===== src/design/prb_pkg.sv =====
// shared types and constants for the packet ring buffer with chunked drain
// no dependencies; imported by prb_ctrl, the top level and the checker
`default_nettype none

package prb_pkg;

    localparam int DATA_W  = 8;
    localparam int QUEUE_W = 12;
    localparam int DROP_W  = 32;

    localparam logic OP_APPEND = 1'b0;
    localparam logic OP_FLUSH  = 1'b1;

    localparam logic KIND_STATUS = 1'b0;
    localparam logic KIND_CHUNK  = 1'b1;

    typedef enum logic [0:0] {
        ST_IDLE,
        ST_DRAIN
    } t_state;

    typedef struct packed {
        logic              opcode;
        logic [DATA_W-1:0] data_byte;
        logic              first_of_block;
        logic [DATA_W-1:0] block_length;
        logic              last_of_block;
        logic              link_ready;
    } t_in_item;

    typedef struct packed {
        logic               result_kind;
        logic [DATA_W-1:0]  out_byte;
        logic               chunk_end;
        logic               block_accepted;
        logic [QUEUE_W-1:0] queued_bytes;
        logic [DROP_W-1:0]  drop_count;
    } t_out_item;

    // control side of a result, registered in the controller
    typedef struct packed {
        logic valid;
        logic kind;
        logic chunk_end;
        logic accepted;
    } t_out_meta;

endpackage

`default_nettype wire


===== src/design/prb_ctrl.sv =====
// pointer, admission and drain control for the packet ring buffer
// depends on prb_pkg; drives the write and read ports of prb_byte_ram
`default_nettype none

module prb_ctrl #(
    parameter int BUF_DEPTH = 4096,
    parameter int CHUNK_MAX = 64
) (
    input  wire logic                         i_clk,
    input  wire logic                         i_rst_n,
    input  wire logic                         i_accept,
    input  wire prb_pkg::t_in_item            i_item,
    output logic                              o_busy,
    output logic                              o_we,
    output logic [$clog2(BUF_DEPTH)-1:0]      o_waddr,
    output logic                              o_re,
    output logic [$clog2(BUF_DEPTH)-1:0]      o_raddr,
    output prb_pkg::t_out_meta                o_meta,
    output logic [prb_pkg::QUEUE_W-1:0]       o_queued,
    output logic [prb_pkg::DROP_W-1:0]        o_drops
);

    import prb_pkg::*;

    localparam int IW = $clog2(BUF_DEPTH);
    localparam int SW = ((IW > DATA_W) ? IW : DATA_W) + 1;
    localparam int CW = $clog2(CHUNK_MAX + 1);
    localparam int LW = ((IW + 1) > CW) ? (IW + 1) : CW;

    localparam logic [SW-1:0]   DEPTH_S  = SW'(BUF_DEPTH);
    localparam logic [IW:0]     DEPTH_T  = (IW + 1)'(BUF_DEPTH);
    localparam logic [LW-1:0]   CHUNK_L  = LW'(CHUNK_MAX);
    localparam logic [IW-1:0]   LAST_IDX = IW'(BUF_DEPTH - 1);
    localparam logic [CW-1:0]   ONE_C    = CW'(1);

    t_state              r_state, n_state;
    logic [IW-1:0]       r_head, r_tail, r_used;
    logic [DROP_W-1:0]   r_drops;
    logic                r_adm;
    logic [DATA_W-1:0]   r_off, r_decl;
    logic [IW-1:0]       r_rd_ptr;
    logic [CW-1:0]       r_rem;
    t_out_meta           r_meta, n_meta;

    logic                w_app, w_flush, w_over, w_adm, w_wr, w_commit, w_rd;
    logic [DATA_W-1:0]   w_decl, w_off, w_off_after;
    logic [SW-1:0]       w_over_sum, w_pos_sum, w_pos, w_head_sum, w_head_new;
    logic [LW-1:0]       w_len_full, w_len;
    logic [IW:0]         w_len_t, w_tail_sum;
    logic [IW-1:0]       w_tail_new;
    logic [IW+QUEUE_W-1:0] w_used_ext;

    assign w_app   = i_accept && (i_item.opcode == OP_APPEND);
    assign w_flush = i_accept && (i_item.opcode == OP_FLUSH) && i_item.link_ready
                     && (r_used != '0);

    // admission: free = depth - used - 1 < length  <=>  used + length >= depth
    assign w_over_sum = SW'(r_used) + SW'(i_item.block_length);
    assign w_over     = (w_over_sum >= DEPTH_S);

    always_comb begin
        if (i_item.first_of_block) begin
            w_adm  = !w_over;
            w_decl = w_over ? r_decl : i_item.block_length;
            w_off  = '0;
        end else begin
            w_adm  = r_adm;
            w_decl = r_decl;
            w_off  = r_off;
        end
    end

    assign w_wr        = w_app && w_adm && (w_off < w_decl);
    assign w_off_after = w_off + DATA_W'(w_wr);
    assign w_commit    = w_app && i_item.last_of_block && w_adm;

    // an admitted block never exceeds depth - 1, so one subtract wraps it
    assign w_pos_sum  = SW'(r_head) + SW'(w_off);
    assign w_pos      = (w_pos_sum >= DEPTH_S) ? (w_pos_sum - DEPTH_S) : w_pos_sum;
    assign w_head_sum = SW'(r_head) + SW'(w_off_after);
    assign w_head_new = (w_head_sum >= DEPTH_S) ? (w_head_sum - DEPTH_S) : w_head_sum;

    // chunk length: contiguous run from the tail, capped
    always_comb begin
        if (r_head > r_tail) begin
            w_len_full = LW'((IW + 1)'(r_head) - (IW + 1)'(r_tail));
        end else begin
            w_len_full = LW'(DEPTH_T - (IW + 1)'(r_tail));
        end
        w_len = (w_len_full > CHUNK_L) ? CHUNK_L : w_len_full;
    end

    assign w_len_t    = w_len[IW:0];
    assign w_tail_sum = (IW + 1)'(r_tail) + w_len_t;
    assign w_tail_new = (w_tail_sum >= DEPTH_T) ? IW'(w_tail_sum - DEPTH_T)
                                                : w_tail_sum[IW-1:0];

    // next state
    always_comb begin
        n_state = r_state;
        unique case (r_state)
            ST_IDLE: begin
                if (w_flush) begin
                    n_state = ST_DRAIN;
                end
            end
            ST_DRAIN: begin
                if (r_rem == ONE_C) begin
                    n_state = ST_IDLE;
                end
            end
            default: n_state = ST_IDLE;
        endcase
    end

    // state outputs
    always_comb begin
        unique case (r_state)
            ST_DRAIN: begin
                o_busy = 1'b1;
                w_rd   = 1'b1;
            end
            default: begin
                o_busy = 1'b0;
                w_rd   = 1'b0;
            end
        endcase
    end

    always_comb begin
        n_meta.valid     = w_app || w_rd;
        n_meta.kind      = w_rd ? KIND_CHUNK : KIND_STATUS;
        n_meta.chunk_end = w_rd && (r_rem == ONE_C);
        n_meta.accepted  = w_app && w_adm;
    end

    always_ff @(posedge i_clk) begin
        if (!i_rst_n) begin
            r_state  <= ST_IDLE;
            r_head   <= '0;
            r_tail   <= '0;
            r_used   <= '0;
            r_drops  <= '0;
            r_adm    <= 1'b0;
            r_off    <= '0;
            r_decl   <= '0;
            r_rd_ptr <= '0;
            r_rem    <= '0;
            r_meta   <= '0;
        end else begin
            r_state <= n_state;
            r_meta  <= n_meta;
            if (w_app) begin
                r_decl <= w_decl;
                if (i_item.first_of_block && w_over) begin
                    r_drops <= r_drops + 1'b1;
                end
                if (w_commit) begin
                    r_head <= w_head_new[IW-1:0];
                    r_used <= r_used + IW'(w_off_after);
                    r_adm  <= 1'b0;
                    r_off  <= '0;
                end else begin
                    r_adm <= w_adm;
                    r_off <= w_off_after;
                end
            end
            if (w_flush) begin
                r_rd_ptr <= r_tail;
                r_rem    <= CW'(w_len);
                r_tail   <= w_tail_new;
                r_used   <= r_used - IW'(w_len_t);
            end else if (w_rd) begin
                r_rd_ptr <= (r_rd_ptr == LAST_IDX) ? '0 : (r_rd_ptr + 1'b1);
                r_rem    <= r_rem - ONE_C;
            end
        end
    end

    assign w_used_ext = {{QUEUE_W{1'b0}}, r_used};

    assign o_we     = w_wr;
    assign o_waddr  = w_pos[IW-1:0];
    assign o_re     = w_rd;
    assign o_raddr  = r_rd_ptr;
    assign o_meta   = r_meta;
    assign o_queued = w_used_ext[QUEUE_W-1:0];
    assign o_drops  = r_drops;

endmodule

`default_nettype wire


===== config.mk =====
export PLATFORM = sky130hd
export DESIGN_NAME = prb_ctrl
export DESIGN_NICKNAME = d
export VERILOG_FILES = /design/src/design/prb_pkg.sv /design/src/design/prb_ctrl.sv
export SDC_FILE = /design/constraint.sdc
export NUM_CORES = 1
export LEC_CHECK = 0
export ABC_AREA = 0
export BUFFER_PORTS_ARGS = -buffer_cell sky130_fd_sc_hd__buf_2
export CORE_MARGIN = 2
export CORE_UTILIZATION = 55
export DETAILED_ROUTE_END_ITERATION = 12
export GPL_TIMING_DRIVEN = 0
export PLACE_DENSITY = 0.76
export REMOVE_ABC_BUFFERS = 1
export SYNTH_ARGS = -nofsm -noshare
export SYNTH_HDL_FRONTEND = slang
export SYNTH_SLANG_ARGS = --single-unit
export TNS_END_PERCENT = 20

===== constraint.sdc =====
create_clock -name i_clk -period 7.1 [get_ports i_clk]
set_input_delay 0.355 -clock i_clk [delete_from_list [all_inputs] [get_ports i_clk]]
set_output_delay 0.355 -clock i_clk [all_outputs]
set_load 0.05 [all_outputs]

# Yosys cells after proc, flatten, opt, wreduce, memory -nomap -nowiden
# Cells that the tools add are included.
# word_totals
out_inout_bits	75
word_cells	83
reg_bits	109
in_bits	23
# classes
n_reduce_logical	19
magnitude_cmp	7
eq_ne	2
bitwise	2
mux	24
add_sub_neg	15
# op_table
op	n
2-to-1 mux 12 bit	9
greater-or-equal comparator 13 bit, second input constant	4
adder 12 x 8 -> 13 bit	3
subtractor 12 x 1 -> 12 bit, second input constant	3
adder 32 x 1 -> 32 bit, second input constant	1
2-to-1 mux 8 bit	4
2-to-1 mux 13 bit	2
2-to-1 mux 7 bit	2
adder 12 x 13 -> 13 bit	1
greater-than comparator 13 x 7 -> 1 bit, second input constant	1
subtractor 12 x 12 -> 13 bit	1
subtractor 13 x 12 -> 13 bit, first input constant	1
adder 12 x 1 -> 12 bit, second input constant	1
adder 12 x 8 -> 12 bit	1
== test 12 bit, second input constant	1
greater-than comparator 12 bit	1
nonzero test 12 bit	1
subtractor 12 bit	1
logical AND 1 bit	10
adder 8 x 1 -> 8 bit	1
< comparator 8 bit	1
== test 7 x 1 -> 1 bit, second input constant	1
subtractor 7 x 1 -> 7 bit, second input constant	1
2-to-1 mux 1 bit	6
6 further kinds	11

# Longest topological paths before layout
# Gate-level depths: netlist of run 1.
# logic_depth
ltp_word	11
mapped_depth	31

# Least setup slack after synthesis of run 1
# Ideal clock, no wire load.
# synth_timing
path_type	reg-to-reg
from	register r_used[0] (netlist: o_queued[0])
to	register r_used[10] (netlist: o_queued[10])
setup_ns	0.116
n_path_buf	1
period_less_slack_ns	7.667
arrival_time_ns	7.551
stages_incl_launch_ff	29
slack_ns	-0.567
required_ns	6.984
cell_sequence	dfxtp_1 -> ha_1 -> fa_1 -> a211oi_1 -> o21ai_0 -> a21boi_0 -> buf_2 -> mux2i_1 -> ha_1 -> a21oi_1 -> nor2b_1 -> o21ai_0 -> nand2_1 -> nor4_1 -> ha_1 -> ha_1 -> and2_1 -> and4_1 -> xor2_1 -> or2_2 -> nor2_1 -> xnor2_1 -> nand2_1 -> ha_1 -> or4b_2 -> a31o_2 -> a21oi_1 -> xnor2_1 -> a31o_2
# synth_via
elab_chain_cells	11
elab_cells_between_ends	21
# synth_rtl
element	line	rtl
start, declared	prb_ctrl.sv:37	logic [IW-1:0] r_head, r_tail, r_used;
start signal, assigned	prb_ctrl.sv:160	r_used <= r_used + IW'(w_off_after);
start signal, assigned	prb_ctrl.sv:172	r_used <= r_used - IW'(w_len_t);
adder 12 x 8 -> 13 bit (*)	prb_ctrl.sv:58	assign w_over_sum = SW'(r_used) + SW'(i_item.block_length);
greater-or-equal comparator 13 bit (*)	prb_ctrl.sv:59	assign w_over = (w_over_sum >= DEPTH_S);
2-to-1 mux 8 bit / logical NOT 1 bit (equally long branches)	prb_ctrl.sv:64, prb_ctrl.sv:63	
2-to-1 mux 8 bit / 2-to-1 mux 1 bit (equally long branches)	prb_ctrl.sv:62	if (i_item.first_of_block) begin
< comparator 8 bit / logical AND 1 bit (equally long branches)	prb_ctrl.sv:73	assign w_wr = w_app && w_adm && (w_off < w_decl);
logical AND 1 bit (*)	prb_ctrl.sv:73	
via o_we	prb_ctrl.sv:14	output logic o_we,
adder 8 x 1 -> 8 bit (*)	prb_ctrl.sv:74	assign w_off_after = w_off + DATA_W'(w_wr);
adder 12 x 8 -> 12 bit (*)	prb_ctrl.sv:160	
2-to-1 mux 12 bit (*)	prb_ctrl.sv:158	if (w_commit) begin
2-to-1 mux 12 bit (*)	prb_ctrl.sv:153	if (w_app) begin
2-to-1 mux 12 bit (*)	prb_ctrl.sv:168	if (w_flush) begin
# The timed path passes the listed nets; every way through them passes the cells marked *. The select of a mux whose other input is x is not followed.
# A chain may end at the register's enable or synchronous reset.

# Final worst setup path of run 1
# layout_timing
from	register r_used[0] (netlist: o_queued[0])
to	register r_used[10] (netlist: o_queued[10])
# layout_via
elab_chain_cells	11
elab_cells_between_ends	21
# layout_rtl
element	line
adder 12 x 8 -> 13 bit	prb_ctrl.sv:58
greater-or-equal comparator 13 bit	prb_ctrl.sv:59
2-to-1 mux 8 bit / logical NOT 1 bit (equally long branches)	prb_ctrl.sv:64, prb_ctrl.sv:63
2-to-1 mux 8 bit / 2-to-1 mux 1 bit (equally long branches)	prb_ctrl.sv:62
< comparator 8 bit / logical AND 1 bit (equally long branches)	prb_ctrl.sv:73
logical AND 1 bit	prb_ctrl.sv:73
adder 8 x 1 -> 8 bit	prb_ctrl.sv:74
adder 12 x 8 -> 12 bit	prb_ctrl.sv:160
2-to-1 mux 12 bit	prb_ctrl.sv:158
2-to-1 mux 12 bit	prb_ctrl.sv:153
2-to-1 mux 12 bit	prb_ctrl.sv:168
# Parallel ways exist; a longest one is shown, timed or not. The select of a mux whose other input is x is not followed.

==> qor.yml, run 1 <==
hold_ws_ns: 0.2670
drv_slew: 0
placement.io_buffers: 89
wl_um: 18800
antenna_found_initial: 0
tightest_slew_ns: 1.351
r2r_slack_ns: 0.35
avgSynthCellArea_um2: 8.040
fin_tns_setup_ns: 0
fmax_mhz: 148.2
final_common_cell: "nor2_1"
hold_viol: 0
vias_per_cell: 5.819
drcViolationCount: 0
drt-initial-drc-count: 359
powerDensity_nw_per_um2: 213.7
cp_max_fo: 5
synthFlopType: "dfxtp_1"
grt_first_pass_wirelength_um: 31720
finClkSkew_ns: 0.007285
critical_path_class: "register to register"
fin_util_pct: 63.34
die_h_um: 124.4
syn-instance-count: 991
cts_tree: "built"
synthToLayoutAreaGrowth_pct: 11.64
nNetsFinal: 1161
ant_nets: 0
wl_per_cell_um: 15.10
startpoint_type: "register"
ir_drop_mv: 0.1983
clk-insertion-delay-late_ns: 0.36
gr-total-overflow: 0
cts_buffers: 9
wirelength_met1_um: 8956
num_rows: 43
endpoint_kind: "register"
cp.required_ns: 7.36
grt_pass1_vias: 6605
slew_headroom_pct: 9.926
drv_cap: 0
grtUsageTotal_pct: 24.16
initial_core_util_pct: 56.74
syn_area_um2: 7968
die_w_um: 124.4
die_area_um2: 15470
diodes: 0
gp_congestion: 0.8658
yosys_warnings: 0
drt_pass1_iterations: 4
final_cell_mix: "123 x nor2_1, 109 x dfxtp_1, 89 x buf_2, 75 x a21oi_1, 72 x ha_1"
setup_viol: 0
hold_class: "primary input to register"
clockBufferDepth: 2
fin_crit_ns: 6.748
ctsHoldBuffers: 0
synth_seq_cells: 109
synth_cell_types: 75
hpwl_um: 13850
rsz0062_at_grt: "no"
wl_met2_um: 8538
power.leakage_nw: 3.974
grt_max_degree: 53
core_area_um2: 14040
arrival_ns: 7.00
synth-edff-count: 0
top_layer: "met4"
fin_crit_sh_pct: 95.04
layout-drive-gt1-share_pct: 13.33
htreeDepth: 3
dr_wl_met3_um: 979
yosysSeqAreaShare_pct: 27.39
boundaryPins: 98
routed-via-count: 7245
status: "finished, final reports clean"
synth_async_sr_flop_share_pct: 0
ctsRootBufferMaster: "clkbuf_16"
clock-sinks: 109
clk_pin_slew_ns: 0.08
final cells by class:
cell class,count,area [um^2]
Multi-Input combinational cell,805,5507
Fill cell,1269,5147
Sequential cell,109,2182
Timing Repair Buffer,97,540.5
Clock buffer,10,229.0
Tap cell,180,225.2
Inverter,38,145.1
Clock inverter,6,66.31
final timing paths:
kind	from	to	depth (start not counted)
setup / recovery	o_queued[0]	o_queued[10]	27
hold / removal	i_item[8]	r_decl[6]	3
setup reg to reg	o_queued[0]	o_queued[10]	27
hold reg to reg	r_off[7]	r_off[7]	2
timing repair:
action	in CTS	in global routing
resized for setup	0	4
endpoints found under the setup margin	0	3
setup buffers	0	2
logic make-up after synthesis:
family,synth area share [%]
DFF,27.39
AOI/OAI and AO/OA,18.72
muxes,3.408
and+or+nand+nor,24.32
other,0.04707
buffers and inverters,3.847
adders and majority gates,12.81
xor gates and xnor gates,9.453
where the power goes:
part / leakage, nW / switching [W] / total (W) / internal, W
clock: 0.140 / 0.000257 / 0.000506 / 0.000249
combinational: 2.95 / 0.000420 / 0.000699 / 0.000279
sequential: 0.881 / 0.0000492 / 0.000696 / 0.000647
per-layer routing:
metal / vias to the layer above / track usage [%]
met5: - / 0
met4: 0 / 6.940
met3: 33 / 5.412
met2: 177 / 39.18
met1: 3348 / 32.27
li1: 3687 / -
sequential cells by signal, indices dropped and copies added (netlist names):
name,count
r_decl,8
o_meta,4
o_raddr,12
o_drops,32
r_head,12
r_state,1
r_tail,12
r_rem,7
r_off,8
o_queued,12
r_adm,1
Yosys cell counts, drive strengths merged (6+ instances only):
master	instances	share of area, %
o211ai	9	0.85
xnor2	38	4.2
clkbuf	36	1.7
nor3	14	0.88
or3	10	0.88
ha	72	11
o21ai	40	2.5
buf	6	0.36
nor3b	7	0.72
and4	8	0.88
a211oi	17	1.7
xor2	48	5.3
nand3	36	2.3
or2	6	0.47
dfxtp	109	27
nor2	124	5.8
and3	17	1.3
inv	38	1.8
o21a	14	1.4
nand2	70	3.3
mux2i	26	3.3
nor4	8	0.82
a21oi	76	4.8
nand4	20	1.6
a221oi	7	0.93
a21o	15	1.4
fa	6	1.5
nor2b	25	2.0
and2	12	0.97
o31ai	6	0.57
nand2b	14	1.1
metrics by stage:
stage	setup WS (ns)	instances	instance area [um^2]	total power, W
6_report	0.3525	1245	8895	0.001901
5_1_grt	0.05854	1245	8895	0.002014
4_1_cts	0.1229	1243	8864	0.001908
3_5_place_dp	0.1200	1227	8568	0.001394
3_3_place_gp	-0.7657	1221	8486	0.001380
2_1_floorplan	-1.271	952	7815	0.001243
critical path, cell delays in order (launching register included):
cell and delay, ns:
dfxtp_1 0.38, ha_1 0.22, fa_1 0.35, a211oi_1 0.23, o21ai_0 0.20, a21boi_2 0.21, buf_4 0.16, mux2i_1 0.29
ha_1 0.30, a21oi_1 0.16, nor2b_1 0.06, o21ai_0 0.14, nand2_1 0.08, nor4_2 0.28, ha_1 0.22, nand3_1 0.18
or3_1 0.44, a21oi_2 0.28, xor2_1 0.18, nor2_1 0.06, a21oi_1 0.29, ha_1 0.34, a21oi_1 0.19, or4b_2 0.63
a31o_2 0.27, a21oi_1 0.17, xnor2_1 0.08, a31o_2 0.24
Note: power is estimated with default switching activity, not from simulation.
==> run 2: changes to the inputs <==
Settings changed: CORE_ASPECT_RATIO set to 0.75.
==> run 2 against run 1 <==
  * Combinational power rose by 3%
  * Sequential share of layout area decreased by 0.24 points
  * Register-to-register slack improved by 0.098 ns
  * Hold slack worse by 0.0020 ns
  * Utilization decreased by 0.57 points
==> qor.yml, run 2 (synthesized netlist as in run 1, its figures left out) <==
crit_path_start: "o_queued[0]"
crit_top_cell: "ha_1"
drt_pass1_iterations: 4  # unchanged
cp_max_fo: 6  # +1
drv_cap: 0  # unchanged
nNetsFinal: 1165  # +0.34%
clock-sinks: 109  # unchanged
swShare_pct: 38.62  # +0.42 points
min_to: "r_decl[4]"
r2r_slack_ns: 0.45  # +0.10 ns
internal-power_w: 0.001180  # +0.47%
gr-usage-met1_pct: 37.68  # +5.4 points
clk_pin_slew_ns: 0.08  # about the same
critPathMaxStageDelay_ns: 0.63  # about the same
hold_class: "primary input to register"
hold_path_startpoint: "i_item[6]"
final_cell_mix: "123 x nor2_1, 109 x dfxtp_1, 89 x buf_2, 74 x a21oi_1, 72 x ha_1"
endpoint_kind: "register"
slew_headroom_pct: 31.37  # +21 points
dp_worst_setup_slack_ns: -0.1867  # -0.3067 ns
setup_viol: 0  # unchanged
die_area_um2: 15480  # about the same
gr-usage-met3_pct: 5.536  # +0.12 points
grt_max_degree: 84  # +58%
powerDensity_nw_per_um2: 214.1  # +0.15%
final_common_cell: "nor2_1"
post-route-worst-setup-slack_ns: 0.4509  # +0.09847 ns
hold_path_depth: 3  # unchanged
routed-via-count: 7282  # +0.51%
grt_first_pass_wirelength_um: 32220  # +1.6%
num_rows: 38  # -12%
initial_core_util_pct: 55.67  # -1.1 points
wl_per_cell_um: 15.38  # +1.9%
core_area_um2: 14310  # +1.9%
cts_tree: "built"
drv_slew: 0  # unchanged
gp_congestion: 0.8788  # +1.5%
grtUsageTotal_pct: 25.68  # +1.5 points
cts_buffers: 9  # unchanged
startpoint_type: "register"
clockPowerShare_pct: 26.4  # -0.2 points
fmax_mhz: 150.4  # +1.5%
ant_nets: 0  # unchanged
gr-total-overflow: 0  # unchanged
largest_reg_flops: 32  # unchanged
p_comb_share_pct: 37.3  # +0.5 points
fin_crit_sh_pct: 93.65  # -1.4 points
drt-initial-drc-count: 419  # +17%
hpwl_um: 14070  # +1.6%
htreeDepth: 3  # unchanged
antenna_found_initial: 0  # unchanged
r2r_cells: 28  # +3.7%
reg2reg_to: "o_queued[10]"
hold_viol: 0  # unchanged
diodes: 0  # unchanged
arrival_ns: 6.91  # -0.09 ns
wl_um: 19520  # +3.9%
tightest_slew_ns: 1.027  # -0.3238 ns
fin_crit_ns: 6.649  # -0.09847 ns
synthToLayoutAreaGrowth_pct: 12.75
status: "finished, final reports clean"
placement.io_buffers: 89  # unchanged
ir_drop_mv: 0.2437  # +23%
drcViolationCount: 0  # unchanged
power.net_switching_w: 0.0007427  # +2.3%
vias_per_cell: 5.738  # -1.4%
hold_ws_ns: 0.2650  # -0.001987 ns
cp.required_ns: 7.36  # about the same
r2r-start: "o_queued[0]"
boundaryPins: 98  # unchanged
grt_use_met2_pct: 38.55  # -0.63 points
ctsRootBufferMaster: "clkbuf_16"
clk-insertion-delay-late_ns: 0.36  # about the same
critical_path.slowest_cell: "or4b_2"
grt.busiest_layer: "met2"
critical_path_class: "register to register"
finClkSkew_ns: 0.008946  # +0.001662 ns
die_h_um: 108.2  # -13%
die_w_um: 143.0  # +15%
layout-drive-gt1-share_pct: 13.94  # +0.60 points
power.leakage_nw: 4.000  # +0.65%
grt_pass1_vias: 6596  # -0.14%
clockBufferDepth: 2  # unchanged
power_frac_seq_pct: 36.3  # -0.3 points
## run 2: changes by cell type in the layout (fill, tap and decap cells not counted), moves of 2 or more
cell	previous run	this run
buf_16	0	2
xor2_2	0	2
buf_4	3	8
xor2_1	48	46
buf_6	2	0
## run 2: how the worst max path moves through the flow
stage,endpoint
2_1_floorplan,o_queued[10]
3_3_place_gp,o_queued[10]
3_5_place_dp,o_queued[10]
4_1_cts,o_queued[10]
5_1_grt,o_queued[10]
6_report,o_queued[10]
## run 2: worst max-delay path: cells and delay by family (launching register included)
kind            cells  cell delay, ns
mux                 1            0.24
compound gates     11            2.31
fa+ha+maj           6            1.63
xor+xnor            3            0.52
buf+inv             1            0.18
simple gates        6            1.31
flops               1            0.39
## run 2: power by group through the flow
stage / Combinational (W) / Clock (W) / Sequential, W
final: 0.000717 / 0.000508 / 0.000697
after global routing: 0.000795 / 0.000546 / 0.000702
after global placement: 0.000674 / 0 / 0.000710
after CTS: 0.000700 / 0.000518 / 0.000696
after detailed placement: 0.000688 / 0 / 0.000711
after floorplan: 0.000477 / 0 / 0.000766
## run 2: final cells by class
class / instances / area, um^2
clock buffers: 10 / 229.0
clock inverters: 6 / 61.31
fillers: 1285 / 5328
inverters: 38 / 145.1
multi-input cells: 805 / 5525
flip-flops and latches: 109 / 2182
well taps: 200 / 250.2
repair buffers: 101 / 590.6
## run 2: what timing repair did
item / 4_1_cts / 5_1_grt
hold buffers: 0 / 0
pin swaps: 0 / 2
setup buffers: 0 / 5
setup endpoints to repair: 1 / 4
hold endpoints to repair: 0 / 0
resized for setup: 1 / 6
## run 2: metrics by stage
step | cells | setup TNS (ns) | utilization, % | area, um^2 | total power, W
finish | 1269 | 0 | 62.77 | 8984 | 0.001923
global route | 1269 | -0.05547 | 62.77 | 8984 | 0.002043
CTS | 1263 | 0 | 62.10 | 8887 | 0.001913
detailed placement | 1247 | -0.1867 | 60.05 | 8593 | 0.001399
global placement | 1241 | -2.276 | 59.47 | 8511 | 0.001384
floorplan | 952 | -7.826 | - | 7815 | 0.001243
## run 2: per-layer routing
metal  part of all wire (%)  up-vias
li1                       -     3679
met1                     51     3394
met2                     42      189
met3                    6.1       20
met4                    1.1        0
met5                      0        -
